`src/rtl/tcg_pkg.sv`:
```
package tcg_pkg;

   // input opcodes
   localparam logic OP_PUT  = 1'b0;
   localparam logic OP_LOAD = 1'b1;

   // control characters
   localparam logic [15:0] CODE_NEWLINE = 16'd10;
   localparam logic [15:0] CODE_CR      = 16'd13;
   localparam logic [15:0] NARROW_MAX   = 16'h00ff;

   // result kinds
   typedef logic [1:0] kind_type;
   localparam kind_type KIND_GLYPH  = 2'd0;
   localparam kind_type KIND_SCROLL = 2'd1;
   localparam kind_type KIND_CLEAR  = 2'd2;

   // csr indexes
   localparam logic [1:0] CSR_SCREEN_WIDTH  = 2'd0;
   localparam logic [1:0] CSR_SCREEN_HEIGHT = 2'd1;
   localparam logic [1:0] CSR_FORE_COLOR    = 2'd2;
   localparam logic [1:0] CSR_BACK_COLOR    = 2'd3;

   localparam logic [4:0]  WIDTH_NARROW = 5'd8;
   localparam logic [4:0]  WIDTH_WIDE   = 5'd16;
   localparam logic [4:0]  LINE_HEIGHT  = 5'd16;
   localparam logic [3:0]  LAST_ROW     = 4'd15;
   localparam logic [12:0] ROW_MAX      = 13'h1fff;
   localparam logic [11:0] COL_MAX      = 12'hfff;

   // one pending result on its way to the output
   typedef struct packed {
      kind_type    kind;
      logic [11:0] pixel_x;
      logic [12:0] pixel_y;
      logic        wide;
      logic        glyph_ok;
      logic        last;
   } tok_type;

   typedef struct packed {
      logic        en;
      logic [15:0] code;
      logic [3:0]  row;
   } rdreq_type;

   typedef struct packed {
      logic        en;
      logic [16:0] addr;
      logic [7:0]  data;
   } wrreq_type;

   function automatic logic [12:0] row_add(input logic [12:0] row, input logic [4:0] d);
      logic [13:0] s;
      s = {1'b0, row} + {9'b0, d};
      return s[13] ? ROW_MAX : s[12:0];
   endfunction

   // MSB-leftmost font byte to LSB-leftmost mask
   function automatic logic [7:0] flip8(input logic [7:0] b);
      logic [7:0] r;
      for (int i = 0; i < 8; i++) begin
         r[i] = b[7 - i];
      end
      return r;
   endfunction

endpackage

```
`src/rtl/tcg_ifs.sv`:
```


interface tcg_rsp_if;
   logic        valid;
   logic        ready;
   logic [1:0]  kind;
   logic [11:0] pixel_x;
   logic [12:0] pixel_y;
   logic [4:0]  pixel_count;
   logic [15:0] row_mask;
   logic [31:0] fore_color;
   logic [31:0] back_color;
   logic        last;

   modport source (output valid, kind, pixel_x, pixel_y, pixel_count, row_mask, fore_color,
                   back_color, last, input ready);
   modport sink (input valid, kind, pixel_x, pixel_y, pixel_count, row_mask, fore_color,
                 back_color, last, output ready);
endinterface

```
`src/rtl/tcg_out_stage.sv`:
```
module tcg_out_stage (
   input  logic             clock,
   input  logic             reset,
   input  logic             issue,
   input  tcg_pkg::tok_type tok,
   input  logic [7:0]       rd_lo,
   input  logic [7:0]       rd_hi,
   input  logic [31:0]      fore_color,
   input  logic [31:0]      back_color,
   output logic             issue_ready,
   tcg_rsp_if.source        rsp
);
   import tcg_pkg::*;

   // stage b: token aligned with font read data
   logic        b_valid_ff, b_valid_in;
   tok_type     b_tok_ff, b_tok_in;
   logic        b_move;

   // stage c: output register
   logic        c_valid_ff, c_valid_in;
   kind_type    c_kind_ff, c_kind_in;
   logic [11:0] c_x_ff, c_x_in;
   logic [12:0] c_y_ff, c_y_in;
   logic [4:0]  c_count_ff, c_count_in;
   logic [15:0] c_mask_ff, c_mask_in;
   logic [31:0] c_fore_ff, c_fore_in;
   logic [31:0] c_back_ff, c_back_in;
   logic        c_last_ff, c_last_in;

   logic        is_glyph;
   logic [15:0] mask;

   assign b_move      = b_valid_ff && (!c_valid_ff || rsp.ready);
   assign issue_ready = !b_valid_ff || b_move;
   assign b_valid_in  = issue || (b_valid_ff && !b_move);
   assign b_tok_in    = issue ? tok : b_tok_ff;

   assign is_glyph = (b_tok_ff.kind == KIND_GLYPH);

   always_comb begin
      mask = '0;
      if (is_glyph && b_tok_ff.glyph_ok) begin
         mask[7:0] = flip8(rd_lo);
         if (b_tok_ff.wide) begin
            mask[15:8] = flip8(rd_hi);
         end
      end
   end

   always_comb begin
      c_valid_in = b_move || (c_valid_ff && !rsp.ready);
      c_kind_in  = c_kind_ff;
      c_x_in     = c_x_ff;
      c_y_in     = c_y_ff;
      c_count_in = c_count_ff;
      c_mask_in  = c_mask_ff;
      c_fore_in  = c_fore_ff;
      c_back_in  = c_back_ff;
      c_last_in  = c_last_ff;
      if (b_move) begin
         c_kind_in  = b_tok_ff.kind;
         c_x_in     = b_tok_ff.pixel_x;
         c_y_in     = b_tok_ff.pixel_y;
         c_count_in = !is_glyph ? '0 : (b_tok_ff.wide ? WIDTH_WIDE : WIDTH_NARROW);
         c_mask_in  = mask;
         c_fore_in  = is_glyph ? fore_color : '0;
         c_back_in  = is_glyph ? back_color : '0;
         c_last_in  = b_tok_ff.last;
      end
   end

   always_ff @(posedge clock) begin
      if (reset) begin
         b_valid_ff <= 1'b0;
         c_valid_ff <= 1'b0;
      end else begin
         b_valid_ff <= b_valid_in;
         c_valid_ff <= c_valid_in;
      end
   end

   always_ff @(posedge clock) begin
      b_tok_ff   <= b_tok_in;
      c_kind_ff  <= c_kind_in;
      c_x_ff     <= c_x_in;
      c_y_ff     <= c_y_in;
      c_count_ff <= c_count_in;
      c_mask_ff  <= c_mask_in;
      c_fore_ff  <= c_fore_in;
      c_back_ff  <= c_back_in;
      c_last_ff  <= c_last_in;
   end

   assign rsp.valid       = c_valid_ff;
   assign rsp.kind        = c_kind_ff;
   assign rsp.pixel_x     = c_x_ff;
   assign rsp.pixel_y     = c_y_ff;
   assign rsp.pixel_count = c_count_ff;
   assign rsp.row_mask    = c_mask_ff;
   assign rsp.fore_color  = c_fore_ff;
   assign rsp.back_color  = c_back_ff;
   assign rsp.last        = c_last_ff;

endmodule
```
`src/flat_wrapper.sv`:
```
// flat-port wrapper written by rule: the top's interface ports become plain ports
module tcg_out_stage_flat import tcg_pkg::*;
  (clock, reset, issue, tok, rd_lo, rd_hi, fore_color, back_color, issue_ready, rsp_valid, rsp_kind, rsp_pixel_x, rsp_pixel_y, rsp_pixel_count, rsp_row_mask, rsp_fore_color, rsp_back_color, rsp_last, rsp_ready);
  tcg_rsp_if rsp_i ();
  input  logic clock;
  input  logic reset;
  input  logic issue;
  input  tcg_pkg::tok_type tok;
  input  logic [7:0] rd_lo;
  input  logic [7:0] rd_hi;
  input  logic [31:0] fore_color;
  input  logic [31:0] back_color;
  output logic issue_ready;
  output wire logic [$bits(rsp_i.valid)-1:0] rsp_valid;
  output wire logic [$bits(rsp_i.kind)-1:0] rsp_kind;
  output wire logic [$bits(rsp_i.pixel_x)-1:0] rsp_pixel_x;
  output wire logic [$bits(rsp_i.pixel_y)-1:0] rsp_pixel_y;
  output wire logic [$bits(rsp_i.pixel_count)-1:0] rsp_pixel_count;
  output wire logic [$bits(rsp_i.row_mask)-1:0] rsp_row_mask;
  output wire logic [$bits(rsp_i.fore_color)-1:0] rsp_fore_color;
  output wire logic [$bits(rsp_i.back_color)-1:0] rsp_back_color;
  output wire logic [$bits(rsp_i.last)-1:0] rsp_last;
  input wire logic [$bits(rsp_i.ready)-1:0] rsp_ready;
  assign rsp_valid = rsp_i.valid;
  assign rsp_kind = rsp_i.kind;
  assign rsp_pixel_x = rsp_i.pixel_x;
  assign rsp_pixel_y = rsp_i.pixel_y;
  assign rsp_pixel_count = rsp_i.pixel_count;
  assign rsp_row_mask = rsp_i.row_mask;
  assign rsp_fore_color = rsp_i.fore_color;
  assign rsp_back_color = rsp_i.back_color;
  assign rsp_last = rsp_i.last;
  assign rsp_i.ready = rsp_ready;
  tcg_out_stage u_core (.clock(clock), .reset(reset), .issue(issue), .tok(tok), .rd_lo(rd_lo), .rd_hi(rd_hi), .fore_color(fore_color), .back_color(back_color), .issue_ready(issue_ready), .rsp(rsp_i));
endmodule
```
`config.mk`:
```
export PLATFORM = sky130hd
export DESIGN_NAME = tcg_out_stage_flat
export DESIGN_NICKNAME = d
export VERILOG_FILES = /design/src/rtl/tcg_pkg.sv /design/src/rtl/tcg_ifs.sv /design/src/rtl/tcg_out_stage.sv /design/src/flat_wrapper.sv
export SDC_FILE = /design/constraint.sdc
export NUM_CORES = 1
export LEC_CHECK = 0
export BUFFER_PORTS_ARGS = -buffer_cell sky130_fd_sc_hd__buf_2
export CELL_PAD_IN_SITES_DETAIL_PLACEMENT = 1
export CELL_PAD_IN_SITES_GLOBAL_PLACEMENT = 2
export CORE_MARGIN = 8
export CORE_UTILIZATION = 34
export CTS_BUF_LIST = sky130_fd_sc_hd__clkbuf_16
export CTS_CLUSTER_SIZE = 10
export DETAILED_ROUTE_END_ITERATION = 6
export MAX_ROUTING_LAYER = met4
export PLACE_DENSITY = 0.84
export SYNTH_ARGS = -nofsm -noshare
export SYNTH_HDL_FRONTEND = slang
export SYNTH_SLANG_ARGS = --single-unit
```
`constraint.sdc`:
```
create_clock -name clock -period 10.3 [get_ports clock]
set_input_delay 1.545 -clock clock [delete_from_list [all_inputs] [get_ports clock]]
set_output_delay 1.545 -clock clock [all_outputs]
set_load 0.02 [all_outputs]
```
# ---- After elaboration in Yosys (flattened, before gate mapping)
# Cells that the tools add are included.
dict set report totals {
  regBits 145
  in_bits 114
  word_cells 32
}
dict set report classes {
  muxes 1
  reduce_logical 14
}
# op count
set ops {}
lappend ops {{two-way mux 5 bit} 1}
lappend ops {{logical AND 1 bit} 4}
lappend ops {{logical NOT 1 bit} 4}
lappend ops {{logical OR 1 bit} 4}
lappend ops {{logical NOT 2 bit} 1}
lappend ops {{AND reduction 2 bit} 1}

# ---- Longest topological paths before layout
dict set report depth {
  depth_word 6
  depth_mapped 4
  ltp_nobuf 2
}

# ---- Least setup slack after synthesis
# Ideal clock, no wire load.
dict set report synth_path {
  kind {input to register}
  from {input port rsp_ready}
  to {register u_core.c_back_ff[0], in the netlist u_core.rsp.back_color[0] (enable)}
  setup_time_ns 0.481
  arrival_time_ns 4.190
  path_slack_ns 5.628
  cell_stages 2
  cell_sequence {nand2b_1 -> and2_1}
}
dict set report synth_between {
  elab_chain_len 2
}
# item line_no
set synth_rtl {}
lappend synth_rtl {{start, declared} flat_wrapper.sv:23} ;# input wire logic [$bits(rsp_i.ready)-1:0] rsp_ready;
lappend synth_rtl {{logical OR 1 bit} tcg_out_stage.sv:34} ;# assign b_move = b_valid_ff && (!c_valid_ff || rsp.ready);
lappend synth_rtl {{logical AND 1 bit} tcg_out_stage.sv:34}
lappend synth_rtl {{net u_core.b_move} tcg_out_stage.sv:18} ;# logic b_move;
lappend synth_rtl {{end signal, assigned} tcg_out_stage.sv:91} ;# c_back_ff <= c_back_in;
lappend synth_rtl {{end, declared} tcg_out_stage.sv:28} ;# logic [31:0] c_back_ff, c_back_in;
# The timed path passes the listed nets, and every way through them passes these cells.
# A chain may end at the register's enable or synchronous reset.

# ---- Worst setup path in the final report
dict set report layout_path {
  from {input port rsp_ready}
  to {output port issue_ready}
}
dict set report layout_between {
  elab_chain_len 3
}
# item line_no
set layout_rtl {}
lappend layout_rtl {{logical OR 1 bit} tcg_out_stage.sv:34}
lappend layout_rtl {{logical AND 1 bit} tcg_out_stage.sv:34}
lappend layout_rtl {{logical OR 1 bit} tcg_out_stage.sv:35} ;# assign issue_ready = !b_valid_ff || b_move;
lappend layout_rtl {{end, declared} flat_wrapper.sv:13} ;# output logic issue_ready;
# No other way between the ends.

==> metrics.yaml <==
rsz0062_at_grt: "no"
path_buf_inv: 2
cap_violations: 0
p_leak_nw: 2.87
crit_type: "in2out"
drive_gt1_share_pct: 59.2
synth_area_per_cell_um2: 20.4
finalCriticalPeriod_ns: 3.53
worst_skew_pair.late_latency_ns: 0.42
grt_max_degree: 75
slowest_stage: "nand3b_1"
ctsResizeCount: 0
hpwl_mm: 9.62
required_ns: 8.76
p_sw_share_pct: 19.9
final_cell_mix: "buf_2 (225), edfxtp_1 (140), and2_1 (41)"
finalWeightedCongestion: 0.744
path_max_fanout: 2
arrival_ns: 1.99
drtIter0Drc: 141
cts_setup_buffers: 0
synth_top_family_by_area: "simple AND/OR/NAND/NOR gates"
synth-simple-area-share_pct: 12.0
yosysTopAreaCell: "edfxtp_1"
synthMuxAreaShare_pct: 0
syn_inst: 245
cp_cell_sequence: "buf_2 -> nand3b_1 -> buf_2"
synth_area_leaders: "edfxtp_1 (84%), and2_1 (5.3%), and2_2 (4.7%)"
core_um2: 14400
via_count: 2942
setup_violations: 0
cp-end-kind: "output port"
grt_usage_pct: 13.7
slew_headroom_pct: 20.5
synth_xor_area_share_pct: 0
clkTransAtPathRegs_ns: 0.05
power.share.sequential_pct: 45.3
status: "completed"
grt_pass1_wl_mm: 18.2
combPwrFrac_pct: 7.2
r2r_cells: 3
die-area_um2: 18800
synth_cell_types: 19
vdd_drop_max_v: 0.000125
hold_depth: 0
cp-start-kind: "input pin"
dp_slack_ns: 6.77
syn_area_um2: 4990
cts_sinks: 142
initial_core_util_pct: 34.6
synth_top_area_share_pct: 84.2
final_common_cell: "buf_2"
ios: 229
finClkSkew_ns: 0.00776
io_buffers: 225
htreeDepth: 4
max_stage_delay_ns: 0.17
worst-path-stages: 3
cts-root-buf: "clkbuf_16"
post_drt_via_cell_ratio: 4.34
holdBufCountCts: 0
final_hold_viol_count: 0
worst_pin_slew_ns: 1.19
die_w_um: 137
clkPwrFrac_pct: 47.5
clock_path_buffers: 2
synth-compound-area-share_pct: 0.201
numCtsBuffers: 17
post-route-period-util_pct: 34.3
area_growth_pct: 39.1
cts_tree: "yes"
die_h_um: 137
synthAdderAreaFrac_pct: 0
ant_nets: 0
power_switching_uw: 301
overflow: 0
crit_top_cell: "buf_2"
worst_slack_ns: 6.77
wl_per_cell_um: 18.7
finalMaxSlewViolations: 0
drc: 0
grt_pass1_vias: 3355
ys_seq_area_share_pct: 85.0
power_density_nw_per_um2: 218
antenna_found_initial: 1
hp-class: "reg2reg"
placementRows: 44
cp_top_family: "buffers and inverters"
first_pass_iters: 4
layout.nets: 595
fmax_mhz: 283
intPower_mw: 1.21
tns_ns: 0
synth.ff_latch_count: 142
synth_warnings: 0
wl_mm: 12.7
[path summary, 6_finish.rpt]
path / start / end / slack (ns)
hold / removal: u_core.b_tok_ff[9]$_DFFE_PP_ / u_core.rsp.pixel_y[6]$_DFFE_PP_ / 0.42
setup / recovery: rsp_ready / issue_ready / 6.77
hold reg to reg: u_core.b_tok_ff[9]$_DFFE_PP_ / u_core.rsp.pixel_y[6]$_DFFE_PP_ / 0.42
setup reg to reg: u_core.rsp.valid$_SDFF_PP0_ / u_core.rsp.pixel_x[10]$_DFFE_PP_ / 8.11
[layout make-up]
cell class              instances  area (um2)
clock inverters                14         273
multi-input cells              92         626
flip-flops and latches        142        4240
clock buffers                  17         425
repair buffers                226        1130
diodes                          1        2.50
fillers                      1465        7480
well taps                     184         230
inverters                       2        7.51
[cell families (layout without fill, tap and decap cells)]
group | count (synthesis) | in the layout
AOI/OAI and AO/OA | 2 | 2
other | 1 | 4
DFF | 142 | 142
buffers and inverters | 13 | 259
and+or+nand+nor | 87 | 87
[per-layer routing]
metal  GRT usage, %  vias up  part of all wire [%]
li1               -     1366                     -
met1           13.2     1405                    36
met2           22.5      155                    50
met3           6.86       16                    12
met4           6.40        0                   1.6
met5              -        -                     0
[stage by stage]
stage | utilization, % | total power, mW | area (um2) | instances | hold WS [ns]
final | 48.1 | 1.52 | 6940 | 678 | 0.418
after global routing | 48.1 | 1.56 | 6940 | 678 | 0.424
after CTS | 48.1 | 1.53 | 6940 | 677 | 0.421
after detailed placement | 43.3 | 0.810 | 6240 | 646 | 0.406
after global placement | 43.3 | 0.804 | 6240 | 646 | 0.401
after floorplan | - | 0.759 | 5000 | 247 | 0.400
[flip-flops by register name, indices dropped and copies added, names as in the netlist, 2 cells and up]
register,count
u_core.rsp.back_color,32
u_core.rsp.fore_color,32
u_core.b_tok_ff,30
u_core.rsp.row_mask,16
u_core.rsp.pixel_y,13
u_core.rsp.pixel_x,12
u_core.rsp.kind,2
u_core.rsp.pixel_count,2
[power groups by stage]
stage                     combinational (mW)  clock (mW)  sequential, mW
after floorplan                       0.0302           0           0.729
after global placement                 0.108           0           0.696
after detailed placement               0.111           0           0.699
after CTS                              0.111       0.733           0.687
after global routing                   0.117       0.755           0.690
final                                  0.108       0.721           0.687
[cells in the mapped netlist]
cell type	instances
and2_1	42
and3_1	5
a21oi_1	2
nor2_2	1
inv_1	2
buf_6	1
edfxtp_1	140
and4bb_2	1
clkbuf_2	1
and2_2	31
nor3_1	1
conb_1	1
nand2b_1	1
dfxtp_1	2
buf_4	3
and4_2	1
buf_8	6
and3_2	3
nand3b_1	1
No activity file was read; power rests on OpenSTA's default activity.
