## config.mk

```make
export PLATFORM = sky130hd
export DESIGN_NAME = tcg_ctrl_flat
export DESIGN_NICKNAME = d
export VERILOG_FILES = /design/src/rtl/tcg_pkg.sv /design/src/rtl/tcg_ifs.sv /design/src/rtl/tcg_ctrl.sv /design/src/flat_wrapper.sv
export SDC_FILE = /design/constraint.sdc
export NUM_CORES = 1
export LEC_CHECK = 0
export ABC_AREA = 1
export BUFFER_PORTS_ARGS = -buffer_cell sky130_fd_sc_hd__buf_2
export CORE_UTILIZATION = 33
export CTS_BUF_LIST = sky130_fd_sc_hd__clkbuf_8
export CTS_CLUSTER_SIZE = 40
export DETAILED_ROUTE_END_ITERATION = 7
export PLACE_DENSITY_LB_ADDON = 0.08
export SLEW_MARGIN = 20
export SYNTH_ARGS = -nofsm -noshare
export SYNTH_HDL_FRONTEND = slang
export SYNTH_SLANG_ARGS = --single-unit
```

## constraint.sdc

```tcl
create_clock -name clock -period 11.15 [get_ports clock]
set_input_delay 0.5575 -clock clock [delete_from_list [all_inputs] [get_ports clock]]
set_output_delay 0.5575 -clock clock [all_outputs]
set_load 0.01 [all_outputs]
```

## src/rtl/tcg_pkg.sv

```systemverilog
package tcg_pkg;

   // input opcodes
   localparam logic OP_PUT  = 1'b0;
   localparam logic OP_LOAD = 1'b1;

   // control characters
   localparam logic [15:0] CODE_NEWLINE = 16'd10;
   localparam logic [15:0] CODE_CR      = 16'd13;
   localparam logic [15:0] NARROW_MAX   = 16'h00ff;

   // result kinds
   typedef logic [1:0] kind_type;
   localparam kind_type KIND_GLYPH  = 2'd0;
   localparam kind_type KIND_SCROLL = 2'd1;
   localparam kind_type KIND_CLEAR  = 2'd2;

   // csr indexes
   localparam logic [1:0] CSR_SCREEN_WIDTH  = 2'd0;
   localparam logic [1:0] CSR_SCREEN_HEIGHT = 2'd1;
   localparam logic [1:0] CSR_FORE_COLOR    = 2'd2;
   localparam logic [1:0] CSR_BACK_COLOR    = 2'd3;

   localparam logic [4:0]  WIDTH_NARROW = 5'd8;
   localparam logic [4:0]  WIDTH_WIDE   = 5'd16;
   localparam logic [4:0]  LINE_HEIGHT  = 5'd16;
   localparam logic [3:0]  LAST_ROW     = 4'd15;
   localparam logic [12:0] ROW_MAX      = 13'h1fff;
   localparam logic [11:0] COL_MAX      = 12'hfff;

   // one pending result on its way to the output
   typedef struct packed {
      kind_type    kind;
      logic [11:0] pixel_x;
      logic [12:0] pixel_y;
      logic        wide;
      logic        glyph_ok;
      logic        last;
   } tok_type;

   typedef struct packed {
      logic        en;
      logic [15:0] code;
      logic [3:0]  row;
   } rdreq_type;

   typedef struct packed {
      logic        en;
      logic [16:0] addr;
      logic [7:0]  data;
   } wrreq_type;

   function automatic logic [12:0] row_add(input logic [12:0] row, input logic [4:0] d);
      logic [13:0] s;
      s = {1'b0, row} + {9'b0, d};
      return s[13] ? ROW_MAX : s[12:0];
   endfunction

   // MSB-leftmost font byte to LSB-leftmost mask
   function automatic logic [7:0] flip8(input logic [7:0] b);
      logic [7:0] r;
      for (int i = 0; i < 8; i++) begin
         r[i] = b[7 - i];
      end
      return r;
   endfunction

endpackage

```

## src/rtl/tcg_ifs.sv

```systemverilog
interface tcg_req_if;
   logic        valid;
   logic        ready;
   logic        opcode;
   logic [15:0] char_code;
   logic [16:0] font_address;
   logic [7:0]  font_byte;

   modport source (output valid, opcode, char_code, font_address, font_byte, input ready);
   modport sink (input valid, opcode, char_code, font_address, font_byte, output ready);
endinterface


```

## src/rtl/tcg_ctrl.sv

```systemverilog
module tcg_ctrl #(
   parameter int FONT_GLYPHS = 4096
) (
   input  logic               clock,
   input  logic               reset,
   tcg_req_if.sink            req,
   input  logic [12:0]        screen_width,
   input  logic [12:0]        screen_height,
   input  logic               issue_ready,
   output logic               issue,
   output tcg_pkg::tok_type   tok,
   output tcg_pkg::rdreq_type rd,
   output tcg_pkg::wrreq_type wr
);
   import tcg_pkg::*;

   localparam logic [16:0] GlyphLimit = 17'(FONT_GLYPHS);

   localparam logic [1:0] ST_IDLE = 2'd0;
   localparam logic [1:0] ST_CMD  = 2'd1;
   localparam logic [1:0] ST_ROWS = 2'd2;

   logic [1:0]  state_ff, state_in;
   logic [3:0]  row_idx_ff, row_idx_in;
   logic [11:0] cur_col_ff, cur_col_in;
   logic [12:0] cur_row_ff, cur_row_in;
   logic [11:0] base_col_ff, base_col_in;
   logic [12:0] base_row_ff, base_row_in;
   logic [15:0] code_ff, code_in;
   logic        wide_ff, wide_in;
   logic        glyph_ok_ff, glyph_ok_in;
   kind_type    cmd_kind_ff, cmd_kind_in;

   logic        acc;
   logic        is_nl, is_cr, is_glyph;
   logic        wide;
   logic [4:0]  fw;
   logic        bottom, tall, wrap;
   logic [12:0] row1, row2;
   logic [11:0] col2;
   logic [13:0] wsum;
   logic [12:0] csum;

   assign req.ready = (state_ff == ST_IDLE);
   assign acc       = req.valid && req.ready;
   assign is_nl     = acc && req.opcode == OP_PUT && req.char_code == CODE_NEWLINE;
   assign is_cr     = acc && req.opcode == OP_PUT && req.char_code == CODE_CR;
   assign is_glyph  = acc && req.opcode == OP_PUT && !is_nl && !is_cr;

   assign wr.en   = acc && req.opcode == OP_LOAD;
   assign wr.addr = req.font_address;
   assign wr.data = req.font_byte;

   // scroll / clear decision, then line wrap, on the cursor as it stands
   assign wide   = req.char_code > NARROW_MAX;
   assign fw     = wide ? WIDTH_WIDE : WIDTH_NARROW;
   assign bottom = screen_height <= cur_row_ff;
   assign tall   = screen_height >= 13'(LINE_HEIGHT);
   assign row1   = (bottom && tall) ? cur_row_ff - 13'(LINE_HEIGHT) : cur_row_ff;
   assign wsum   = {2'b0, cur_col_ff} + {9'b0, fw};
   assign wrap   = wsum > {1'b0, screen_width};
   assign row2   = wrap ? row_add(row1, LINE_HEIGHT) : row1;
   assign col2   = wrap ? '0 : cur_col_ff;
   assign csum   = {1'b0, col2} + {8'b0, fw};

   always_comb begin
      state_in    = state_ff;
      row_idx_in  = row_idx_ff;
      cur_col_in  = cur_col_ff;
      cur_row_in  = cur_row_ff;
      base_col_in = base_col_ff;
      base_row_in = base_row_ff;
      code_in     = code_ff;
      wide_in     = wide_ff;
      glyph_ok_in = glyph_ok_ff;
      cmd_kind_in = cmd_kind_ff;
      unique case (state_ff)
         ST_IDLE: begin
            if (is_nl) begin
               cur_row_in = row_add(cur_row_ff, LINE_HEIGHT);
               cur_col_in = '0;
            end
            if (is_cr) begin
               cur_col_in = (cur_col_ff >= 12'(WIDTH_NARROW)) ?
                            cur_col_ff - 12'(WIDTH_NARROW) : '0;
            end
            if (is_glyph) begin
               state_in    = bottom ? ST_CMD : ST_ROWS;
               row_idx_in  = '0;
               cmd_kind_in = tall ? KIND_SCROLL : KIND_CLEAR;
               base_col_in = col2;
               base_row_in = row2;
               code_in     = req.char_code;
               wide_in     = wide;
               glyph_ok_in = {1'b0, req.char_code} < GlyphLimit;
               cur_row_in  = row2;
               cur_col_in  = csum[12] ? COL_MAX : csum[11:0];
            end
         end
         ST_CMD: begin
            if (issue_ready) begin
               state_in = ST_ROWS;
            end
         end
         ST_ROWS: begin
            if (issue_ready) begin
               row_idx_in = row_idx_ff + 4'd1;
               if (row_idx_ff == LAST_ROW) begin
                  state_in = ST_IDLE;
               end
            end
         end
         default: state_in = ST_IDLE;
      endcase
   end

   always_ff @(posedge clock) begin
      if (reset) begin
         state_ff   <= ST_IDLE;
         row_idx_ff <= '0;
         cur_col_ff <= '0;
         cur_row_ff <= '0;
      end else begin
         state_ff   <= state_in;
         row_idx_ff <= row_idx_in;
         cur_col_ff <= cur_col_in;
         cur_row_ff <= cur_row_in;
      end
   end

   always_ff @(posedge clock) begin
      base_col_ff <= base_col_in;
      base_row_ff <= base_row_in;
      code_ff     <= code_in;
      wide_ff     <= wide_in;
      glyph_ok_ff <= glyph_ok_in;
      cmd_kind_ff <= cmd_kind_in;
   end

   assign issue = (state_ff != ST_IDLE) && issue_ready;

   always_comb begin
      tok = '0;
      if (state_ff == ST_CMD) begin
         tok.kind = cmd_kind_ff;
      end else begin
         tok.kind     = KIND_GLYPH;
         tok.pixel_x  = base_col_ff;
         tok.pixel_y  = row_add(base_row_ff, {1'b0, row_idx_ff});
         tok.wide     = wide_ff;
         tok.glyph_ok = glyph_ok_ff;
         tok.last     = (row_idx_ff == LAST_ROW);
      end
   end

   assign rd.en   = issue;
   assign rd.code = glyph_ok_ff ? code_ff : '0;
   assign rd.row  = row_idx_ff;

endmodule

```

## src/flat_wrapper.sv

```systemverilog
// flat-port wrapper written by rule: the top's interface ports become plain ports
module tcg_ctrl_flat import tcg_pkg::*;
#(
   parameter int FONT_GLYPHS = 4096
)
  (clock, reset, screen_width, screen_height, issue_ready, issue, tok, rd, wr, req_valid, req_opcode, req_char_code, req_font_address, req_font_byte, req_ready);
  tcg_req_if req_i ();
  input  logic clock;
  input  logic reset;
  input  logic [12:0] screen_width;
  input  logic [12:0] screen_height;
  input  logic issue_ready;
  output logic issue;
  output tcg_pkg::tok_type tok;
  output tcg_pkg::rdreq_type rd;
  output tcg_pkg::wrreq_type wr;
  input wire logic [$bits(req_i.valid)-1:0] req_valid;
  input wire logic [$bits(req_i.opcode)-1:0] req_opcode;
  input wire logic [$bits(req_i.char_code)-1:0] req_char_code;
  input wire logic [$bits(req_i.font_address)-1:0] req_font_address;
  input wire logic [$bits(req_i.font_byte)-1:0] req_font_byte;
  output wire logic [$bits(req_i.ready)-1:0] req_ready;
  assign req_i.valid = req_valid;
  assign req_i.opcode = req_opcode;
  assign req_i.char_code = req_char_code;
  assign req_i.font_address = req_font_address;
  assign req_i.font_byte = req_font_byte;
  assign req_ready = req_i.ready;
  tcg_ctrl #(.FONT_GLYPHS(FONT_GLYPHS)) u_core (.clock(clock), .reset(reset), .req(req_i), .screen_width(screen_width), .screen_height(screen_height), .issue_ready(issue_ready), .issue(issue), .tok(tok), .rd(rd), .wr(wr));
endmodule
```

Yosys cells after proc, flatten, opt, wreduce, memory -nomap -nowiden
Index checks and enable logic that the tools add are counted.
Word-level totals
  output and inout bits: 79
  input port bits: 72
  register bits: 76
  word-level logic and storage cells: 82
Cells by class
  $add $sub $neg: 8
  muxes and demuxes: 27
  magnitude comparators: 6
  bitwise gates (word level): 1
  reduce and logical (&&, ||, !) cells: 21
  equality and inequality tests: 9
Operators by type and width (count)
  $mux 13: 7
  $mux 12: 6
  $eq 16x4->1 const B: 2
  $add 13x5->14 const B: 2
  $mux 28: 1
  $add 12x5->13: 2
  $gt 16x8->1 const B: 1
  $lt 16x13->1 const B: 1
  $mux 16: 1
  $add 13x4->14: 1
  $gt 14x13->1: 1
  $mux 2: 7
  $ge 13x5->1 const B: 1
  $le 13x13->1: 1
  $sub 13x5->13 const B: 1
  $ge 12x4->1 const B: 1
  $sub 12x4->12 const B: 1
  $logic_and 1x1->1: 9
  $mux 4: 2
  $pmux 4 s2: 1
  $ne 2x2->1 const B: 3
  $pmux 2 s3: 1
  $reduce_and 2->1: 3
  $reduce_bool 2->1: 3
  12 further kinds: 13

Depth between registers and ports, before layout
Gate-level depths: netlist (run 1).
  depth in word-level cells: 9
  depth in mapped cells: 31

Least setup slack after synthesis (run 1)
Ideal clock, no wire load.
  path type: in2reg
  from: input port req_char_code[11]
  to: register u_core.cur_col_ff[11]
  buffers on the path: 1
  stages on the path: 27
  arrival: 4.741 ns
  path slack: 6.277 ns
  path through: or4_1 -> nor2_2 -> inv_1 -> ha_1 -> a21oi_1 -> nor4_1 -> nand2_1 -> xor2_1 -> ha_1 -> nand3_1 -> nor3_2 -> nand4_1 -> nand2_2 -> inv_2 -> clkbuf_1 -> nor2_1 -> ha_1 -> inv_1 -> fa_1 -> nor2_1 -> nand2_1 -> nor2_1 -> nand3_1 -> nand2_1 -> nand2_1 -> o21ai_1 -> a21oi_1
On the way
  longest elaborated chain between the ends: 8
RTL lines
  start: declaration: line flat_wrapper.sv:19  | input wire logic [$bits(req_i.char_code)-1:0] req_char_code;
  $gt 16x8->1: line tcg_ctrl.sv:55  | assign wide = req.char_code > NARROW_MAX;
  via u_core.wide: line tcg_ctrl.sv:36  | logic wide;
  $mux 5: line tcg_ctrl.sv:56  | assign fw = wide ? WIDTH_WIDE : WIDTH_NARROW;
  $add 12x5->13: line tcg_ctrl.sv:60  | assign wsum = {2'b0, cur_col_ff} + {9'b0, fw};
  $gt 14x13->1: line tcg_ctrl.sv:61  | assign wrap = wsum > {1'b0, screen_width};
  $mux 12: line tcg_ctrl.sv:63  | assign col2 = wrap ? '0 : cur_col_ff;
  via u_core.col2[3]: line tcg_ctrl.sv:40  | logic [11:0] col2;
  $add 12x5->13: line tcg_ctrl.sv:64  | assign csum = {1'b0, col2} + {8'b0, fw};
  $mux 12: line tcg_ctrl.sv:97  | cur_col_in = csum[12] ? COL_MAX : csum[11:0];
  $mux 12: line tcg_ctrl.sv:87  | if (is_glyph) begin
  end signal: assignment: line tcg_ctrl.sv:126  | cur_col_ff <= cur_col_in;
  end: declaration: line tcg_ctrl.sv:25  | logic [11:0] cur_col_ff, cur_col_in;
The timed path passes the listed nets, and every way through them passes these cells.
A chain may end at the register's enable or synchronous reset.

Worst setup path after layout (run 1)
Same ends and word-level chain as after synthesis.

==> impl_metrics.ini, run 1 <==
[sta]
fmax_ghz = 0.199
skew_ps = 8.06
setup_viol_count_final = 0
fin_crit_sh_pct = 45.0
fin_crit_ps = 5020
hold_violations = 0
rsz0062_at_grt = no
finalMaxSlewViolations = 0
max-slew-margin-rel_pct = 61.8
worst_pin_slew_ps = 573
setup_tns_ps = 0

[power]
ir_drop_v = 0.0000625
leakage_nw = 3.17
power_density_nw_per_um2 = 171

[die]
ios = 151
die_y_um = 135
coreArea_um2 = 17300
rows = 48
initial_utilization_pct = 33.7
die_x_um = 135
die_area_um2 = 18200

[synthesis]
synth_fa_ha_area_share_pct = 9.40
synth-compound-area-share_pct = 10.1
yosysWarnings = 0
yosys.area.top_type = edfxtp_1
synth_xor_area_share_pct = 4.96
synthMuxAreaShare_pct = 0
synth-async-reset-ratio_pct = 0
ys_types = 47
synth_edf_count = 45
synth_flop_cell = edfxtp_1
synth-simple-area-share_pct = 27.7
ys_ff_latch = 76
mappedNetlistArea_um2 = 5830
synth_top_area_share_pct = 23.2
seq_area_frac_synth_pct = 33.8
synth_nets = 894
synth_area_leaders = edfxtp_1 (23%), dfxtp_1 (11%), nand2_1 (9.3%), ha_1 (8.4%), inv_1 (8.0%)
synth_top_family_by_area = simple AND/OR/NAND/NOR gates
avgSynthCellArea_um2 = 7.48
synth_cells = 780

[routing]
viasPerCell = 4.70
first_iter_violations = 229
first_pass_iters = 4
routed_wl_um = 15300
routedWlPerCell_um = 14.2
antenna_left = 0
vias = 5071
route.detailed.drc = 0

[clock_tree]
path_clk_slew_ps = 90
insertion_delay_ps = 390
htree_levels = 3
cts_buffers = 9
cts_root_buf = clkbuf_8
holdBufCountCts = 0
cts-resized-gates = 0
cts_setup_buffers = 0
clock_sinks = 76
tritoncts = built
clock_path_buffers = 2

[grt]
track_usage_pct = 17.6
overflow = 0
antenna_found_initial = 0
grt_pass1_wl_um = 24800
grt_start_max_net_pins = 46
grt_pass1_vias = 5012

[finish]
nFillCells = 1852
fin_util_pct = 38.0
mostFrequentLayoutCell = nand2_1
final_layout_size_suffix_gt1_share_pct = 20.5
mostFrequentLayoutCells = nand2_1 (145), inv_1 (124), buf_2 (100), nor2_1 (79), a21oi_1 (59)
synthToLayoutAreaGrowth_pct = 12.6
final_nets = 964
insertedDiodeCount = 0

[critical_path]
worstPathMaxFanout = 15
startpoint = req_char_code[11]
startpoint_type = input port
r2r_cells = 26
crit_arrival_ps = 5280
r2r_slack_ps = 6800
cp-end-kind = flop
r2r-start = u_core.cur_col_ff[6]
crit_type = input port to flop
reg2reg_to = u_core.cur_col_ff[11]
cp_data_required_time_ps = 11410

[placement]
place.gp.congestion = 0.816
place_hpwl_um = 11900
io_buffers = 100

[worst_hold_path]
whs_path_depth = 1
hp-start = req_char_code[11]
hp-class = input port to flop
hold_end = u_core.code_ff[11]

[flow_run]
drv_cap = 0

[status]
status = finished, final reports clean
[layout make-up]
type / instances / area, µm² / area share (%)
clock buffer: 9 / 124 / 1.89
multi-input combinational: 523 / 3050 / 46.4
clock inverter: 7 / 105 / 1.60
sequential: 76 / 1970 / 30.0
inverter: 137 / 514 / 7.83
tap: 225 / 282 / 4.29
timing repair buffer: 103 / 523 / 7.96
[Yosys cell counts (9+ instances only)]
cell type / count
nand3_1: 37
xor2_1: 31
a21oi_1: 59
nand2_2: 11
buf_4: 26
clkbuf_1: 11
dfxtp_1: 31
inv_1: 124
nor3_1: 9
ha_1: 39
nand2_1: 145
o21ai_0: 39
nand4_1: 9
edfxtp_1: 45
inv_2: 10
nor2_1: 80
[sequential cells by signal, summed over array words and instances, names as in the netlist]
register,flops
u_core.cur_col_ff,12
u_core.cur_row_ff,13
u_core.base_row_ff,13
u_core.row_idx_ff,4
u_core.base_col_ff,12
u_core.wide_ff,1
u_core.glyph_ok_ff,1
u_core.cmd_kind_ff,2
u_core.state_ff,2
u_core.code_ff,16
[per-stage QoR]
step | area, µm² | std cells | hold slack, ps | setup slack (ps) | total power, W
floorplan | 5830 | 780 | 445 | 6280 | 0.000726
global placement | 6340 | 1064 | 455 | 5880 | 0.000871
detailed placement | 6340 | 1064 | 465 | 5670 | 0.000878
CTS | 6570 | 1080 | 337 | 6100 | 0.00114
global route | 6570 | 1080 | 329 | 5600 | 0.00122
finish | 6570 | 1080 | 352 | 6130 | 0.00112
[how the worst max path moves through the flow]
stage,to,slack (ps)
floorplan,u_core.cur_col_ff[11],6280
detailed placement,u_core.cur_col_ff[11],5670
global route,u_core.cur_col_ff[11],5600
global placement,u_core.cur_col_ff[11],5880
finish,u_core.cur_col_ff[11],6130
CTS,u_core.cur_col_ff[11],6100
[where the power goes]
group          total (W)  switching (W)  internal, W
Sequential      0.000385      0.0000361     0.000348
Clock           0.000254       0.000124     0.000130
Combinational   0.000484       0.000318     0.000167
Total            0.00112       0.000478     0.000645
[layer usage]
layer	track usage [%]	wire [µm]	up-vias
li1	-	-	2630
met1	24.3	7760	2292
met2	27.0	6580	131
met3	3.42	781	18
met4	6.37	215	0
met5	0	0	-
[logic make-up after synthesis]
kind of cell               Yosys count
AOI/OAI and AO/OA                  113
xor gates and xnor gates            33
adders and majority gates           42
buffers and inverters              181
DFF                                 76
and+or+nand+nor                    335
[worst max-delay path, cell delays in order]
cell and delay, ps:
buf_2 100, or4_1 540, nor2_2 270, inv_1 170, ha_1 310, a21oi_1 70, nor4_1 330, nand2_1 150
xor2_1 170, ha_1 270, nand3_1 90, nor3_2 170, nand4_1 130, nand2_2 150, inv_2 140, nor2_1 170
ha_1 190, inv_1 60, fa_1 390, nor2_1 120, nand2_1 100, nor2_1 190, nand3_1 110, nand2_1 80
nand2_1 50, o21ai_1 110, a21oi_1 70
Power figures use the tool's default switching activity.
==> run 2, diff against run 1 <==
==> constraint.sdc (replaced) <==
create_clock -name clock -period 4.3 [get_ports clock]
set_input_delay 0.215 -clock clock [delete_from_list [all_inputs] [get_ports clock]]
set_output_delay 0.215 -clock clock [all_outputs]
set_load 0.01 [all_outputs]
==> run 2 against run 1 <==
Compared with the run above: total power grew to 2.6 times the previous value; global-route usage is 0.21 points lower; via count is 2.0% higher; first-iteration DRC count is 60% higher; cell count is 2.3% higher; non-clock buffer count is 24 higher; utilization is 1.5 points higher; sequential share of layout area is 1.1 points lower; cell area is 4.0% higher; clock skew is 4.3 ps higher.
==> impl_metrics.ini, run 2 (synthesis gave the netlist of run 1 again) <==
[status]
status = finished, final reports clean

[routing]
routedWlPerCell_um = 14.1
viasPerCell = 4.68
first_iter_violations = 366
route.detailed.drc = 0
antenna_left = 0
vias = 5172
first_pass_iters = 5
routed_wl_um = 15500

[critical_path]
startpoint_type = input port
critPathSlowestCell = or4_4
worstPathMaxFanout = 4
cp-end-kind = flop
crit_path_max_incr_delay_ps = 540
crit_arrival_ps = 4330
r2r_slack_ps = 420
crit_type = input port to flop
r2r-start = u_core.cur_col_ff[6]
cp_data_required_time_ps = 4560
r2r_cells = 25
cp_num_buf_inv = 5
reg2reg_to = u_core.cur_col_ff[11]
crit_family = simple AND/OR/NAND/NOR gates
crit_path_frequent_cell = nand2_1

[sta]
skew_ps = 12.3
worst_pin_slew_ps = 647
setup_viol_count_final = 0
setup_tns_ps = 0
whs_ps = 26.9
fin_crit_ps = 4070
hold_violations = 0
max-slew-margin-rel_pct = 56.8
finalMaxSlewViolations = 0
fmax_ghz = 0.245
fin_crit_sh_pct = 94.7

[power]
clockPowerShare_pct = 20.7
switching_share_pct = 43.4
power_density_nw_per_um2 = 426
combPwrFrac_pct = 45.4
ir_drop_v = 0.000202
sequentialPowerShare_pct = 33.8
leakage_nw = 3.28
switching_power_w = 0.00126
cell_internal_pwr_w = 0.00165

[placement]
place_hpwl_um = 12000
dpl_cell_area_um2 = 6530
place.gp.congestion = 0.869
io_buffers = 100

[clock_tree]
tritoncts = built
cts_root_buf = clkbuf_8
htree_levels = 3
clock_sinks = 76
insertion_delay_ps = 380
path_clk_slew_ps = 100
clock_path_buffers = 2
cts_buffers = 9

[grt]
grt_pass1_vias = 4720
grt_start_max_net_pins = 45
overflow = 0
track_usage_pct = 17.4
grt_pass1_wl_um = 24400
antenna_found_initial = 0

[die]
die_x_um = 135
rows = 48
die_area_um2 = 18200
initial_utilization_pct = 33.7
die_y_um = 135
coreArea_um2 = 17300
ios = 151

[worst_hold_path]
hp-start = req_char_code[6]
whs_path_depth = 1
hp-class = input port to flop
hold_end = u_core.code_ff[6]

[finish]
insertedDiodeCount = 0
mostFrequentLayoutCells = nand2_1 (143), inv_1 (123), buf_2 (100), nor2_1 (76), a21oi_1 (59)
design_area_um2 = 6830
reg_top3 = u_core.code_ff x16, u_core.base_row_ff x13, u_core.cur_row_ff x13
final_layout_size_suffix_gt1_share_pct = 23.5
mostFrequentLayoutCell = nand2_1
synthToLayoutAreaGrowth_pct = 17.1
largest_reg_flops = 16
regMostFlops = u_core.code_ff
final_nets = 989

[flow_run]
drv_cap = 0
==> run 2: cell types whose count changed in the layout (fill, tap and decap cells not counted), sizes merged <==
cell,change
clkinv,+1
clkinvlp,+1
nor2,+1
buf,+19
inv,-1
dlygate4sd3,+5
bufinv,-1
==> run 2: final cells by class <==
cell class	instances	area, µm²
inverters	137	514
clock buffers	9	124
clock inverters	7	82.6
flip-flops and latches	76	1970
repair buffers	127	728
fillers	1836	10500
well taps	225	282
multi-input cells	524	3130
==> run 2: worst register-to-register path, cell delays in order, from the launching register on <==
cell,delay [ps]
dfxtp_1,340
clkinv_1,260
nor4_1,340
nand2_1,130
nor3_1,190
xor2_1,180
ha_1,270
nand2_1,80
inv_1,40
o21ai_0,130
nand2_1,70
nor2_1,100
nand2_1,60
nand2_2,80
inv_2,60
nor2_1,180
inv_1,100
fa_2,400
nor2_2,100
nand2_2,90
nor2_4,130
nand3_1,100
nand2_1,90
nand2_1,50
o21ai_1,110
a21oi_1,70
==> run 2: per-stage QoR <==
step / total power [W] / setup slack (ps) / utilization [%] / std cells
global placement: 0.00230 / -106 / 37.7 / 1082
detailed placement: 0.00231 / -245 / 37.7 / 1082
global route: 0.00314 / -37.0 / 39.5 / 1105
CTS: 0.00293 / 170 / 39.1 / 1102
finish: 0.00291 / 226 / 39.5 / 1105
floorplan: 0.00189 / -20.9 / - / 780
==> run 2: metal layers <==
layer | GRT usage [%] | up-vias | part of all wire [%]
li1 | - | 2682 | -
met1 | 24.8 | 2315 | 50
met5 | 0 | - | 0
met3 | 2.70 | 23 | 5.6
met2 | 25.9 | 152 | 43
met4 | 6.93 | 0 | 1.8
==> run 2: how the worst max path moves through the flow <==
stage / start / to / slack (ps) / depth (start not counted)
finish: req_char_code[11] / u_core.cur_col_ff[11] / 230 / 26
global route: req_char_code[11] / u_core.cur_col_ff[11] / -40 / 27
CTS: req_char_code[11] / u_core.cur_col_ff[11] / 170 / 27
detailed placement: req_char_code[11] / u_core.cur_col_ff[11] / -240 / 27
global placement: req_char_code[11] / u_core.cur_col_ff[11] / -110 / 28
floorplan: req_char_code[11] / u_core.cur_col_ff[11] / -20 / 27
==> run 2: power by group through the flow <==
stage / Combinational (W) / Sequential [W] / Clock (W)
final: 0.00132 / 0.000985 / 0.000603
after detailed placement: 0.00131 / 0.00100 / 0
after global placement: 0.00130 / 0.000998 / 0
after CTS: 0.00132 / 0.000985 / 0.000625
after global routing: 0.00149 / 0.000998 / 0.000652
after floorplan: 0.000917 / 0.000976 / 0
==> run 2: what timing repair did <==
action / in CTS / in global routing
setup buffers: 0 / 1
gates resized for setup: 0 / 7
hold endpoints to repair: 4 / 1
endpoints found under the setup margin: 0 / 11
hold buffers: 4 / 1
==> run 3, diff against run 2 <==
==> constraint.sdc (replaced) <==
create_clock -name clock -period 5 [get_ports clock]
set_input_delay 0.25 -clock clock [delete_from_list [all_inputs] [get_ports clock]]
set_output_delay 0.25 -clock clock [all_outputs]
set_load 0.01 [all_outputs]
==> run 3 against run 2 <==
Compared with the run above: clock power shrank 19%; flip-flop and latch count is the same; combinational power shrank 17%; utilization shrank 1.6 points; count of clock-buffer cells in the layout is the same; clock skew shrank 2.3 ps; register-to-register slack gained 310 ps; first-iteration DRC count shrank 9.3%; sequential power shrank 13%; non-clock buffer count shrank 21; worst hold slack gained 44 ps; die area is the same; critical path type unchanged; largest power group unchanged.
==> impl_metrics.ini, run 3 (synthesis gave the netlist of run 1 again) <==
[status]
status = finished, final reports clean

[placement]
place.gp.congestion = 0.827
io_buffers = 100
place_hpwl_um = 11800
placed_cells = 1067
dpl_cell_area_um2 = 6360

[critical_path]
cp-end-kind = flop
crit_type = input port to flop
cp_data_required_time_ps = 5240
startpoint_type = input port
crit_arrival_ps = 4690
worstPathMaxFanout = 5

[finish]
ff_latch_area_um2 = 1970
mostFrequentLayoutCell = nand2_1
reg_top3 = u_core.code_ff x16, u_core.base_row_ff x13, u_core.cur_row_ff x13
insertedDiodeCount = 0
final_layout_size_suffix_gt1_share_pct = 20.6
multi_input_area_um2 = 3050
nFillCells = 1850
final_nets = 967
mostFrequentLayoutCells = nand2_1 (145), inv_1 (125), buf_2 (100), nor2_1 (79), a21oi_1 (59)
design_area_um2 = 6560
largest_reg_flops = 16
final-instance-count-excl-fill = 1083
regMostFlops = u_core.code_ff
synthToLayoutAreaGrowth_pct = 12.4

[worst_hold_path]
hp-class = input port to flop

[clock_tree]
insertion_delay_ps = 360
cts-resized-gates = 0
holdBufCountCts = 0
cts_setup_buffers = 0
htree_levels = 3
tritoncts = built
clock_path_buffers = 2
clock_sinks = 76
cts_root_buf = clkbuf_8
path_clk_slew_ps = 90
cts_buffers = 9

[die]
die_x_um = 135
coreArea_um2 = 17300
initial_utilization_pct = 33.7
rows = 48
die_y_um = 135
die_area_um2 = 18200
ios = 151

[sta]
setup_viol_count_final = 0
skew_ps = 10.0
fmax_ghz = 0.224
max-slew-margin-rel_pct = 51.5
fin_crit_ps = 4460
finalMaxSlewViolations = 0
fin_crit_sh_pct = 89.1
worst_pin_slew_ps = 726
setup_tns_ps = 0
hold_violations = 0
rsz0062_at_grt = no

[power]
power_density_nw_per_um2 = 371
ir_drop_v = 0.000158
leakage_nw = 3.17

[grt]
overflow = 0
antenna_found_initial = 0
grt_pass1_vias = 4879
grt_pass1_wl_um = 24300
grt_start_max_net_pins = 26
track_usage_pct = 17.1

[routing]
first_iter_violations = 332
antenna_left = 0
routed_wl_um = 15000
vias = 5064
routedWlPerCell_um = 13.8
first_pass_iters = 5
viasPerCell = 4.68
route.detailed.drc = 0

[flow_run]
drv_cap = 0
## run 3: cell types whose count changed in the layout (fill, tap and decap cells not counted), moves of 2 or more
cell	before	now
fa_2	2	0
nand2_1	143	145
inv_1	123	125
inv_6	2	0
dlygate4sd3_1	5	0
nand2_2	13	11
nor2_1	76	79
buf_4	21	6
nor2_4	12	8
fa_1	1	3
clkinv_2	0	2
## run 3: critical path, cell delays in order
cell and delay [ps]:
buf_2 100, or4_1 540, nor2_2 120, inv_1 110
ha_1 290, a21oi_1 70, nor4_1 410, nand2_1 160
xor2_1 180, ha_1 270, nand3_1 90, nor3_2 150
nand4_1 120, nand2_2 160, inv_2 70, nor2_1 140
ha_1 190, inv_1 60, fa_1 390, nor2_1 110
nand2_1 100, nor2_1 190, nand3_1 120, nand2_1 80
nand2_1 50, o21ai_1 110, a21oi_1 70
## run 3: through the flow
stage	hold slack [ps]	setup slack (ps)	power [W]	util [%]
after detailed placement	444	171	0.00196	36.8
after global routing	38.7	71.3	0.00263	37.9
after global placement	438	302	0.00194	36.8
after CTS	35.9	568	0.00245	37.9
final	70.8	543	0.00243	37.9
after floorplan	349	434	0.00162	-
## run 3: cell type report
cell class                      instances  share of cell area [%]
Multi-Input combinational cell        523                    46.5
Sequential cell                        76                    30.1
Clock buffer                            9                    1.89
Inverter                              137                    7.85
Timing Repair Buffer                  106                    8.32
Tap cell                              225                    4.29
Clock inverter                          7                    1.05
## run 3: power by group
part | switching, W | internal (W) | total (W)
sequential | 0.0000796 | 0.000777 | 0.000856
combinational | 0.000711 | 0.000376 | 0.00109
clock | 0.000258 | 0.000229 | 0.000487
total | 0.00105 | 0.00138 | 0.00243
## run 3: routing by layer
metal	up-vias	track usage [%]	part of all wire, %
li1	2639	-	-
met1	2261	23.9	51
met2	143	26.2	42
met3	21	2.63	5.5
met4	0	7.30	1.5
met5	-	0	0
## run 3: path summary, 6_finish.rpt
path                   startpoint               endpoint  slack, ps  cells after the start
max             req_char_code[11]  u_core.cur_col_ff[11]        540                     27
min              req_char_code[8]      u_core.code_ff[8]         70                      1
max reg2reg  u_core.cur_col_ff[6]  u_core.cur_col_ff[11]        730                     26
min reg2reg  u_core.cur_col_ff[0]   u_core.cur_col_ff[0]        470                      2
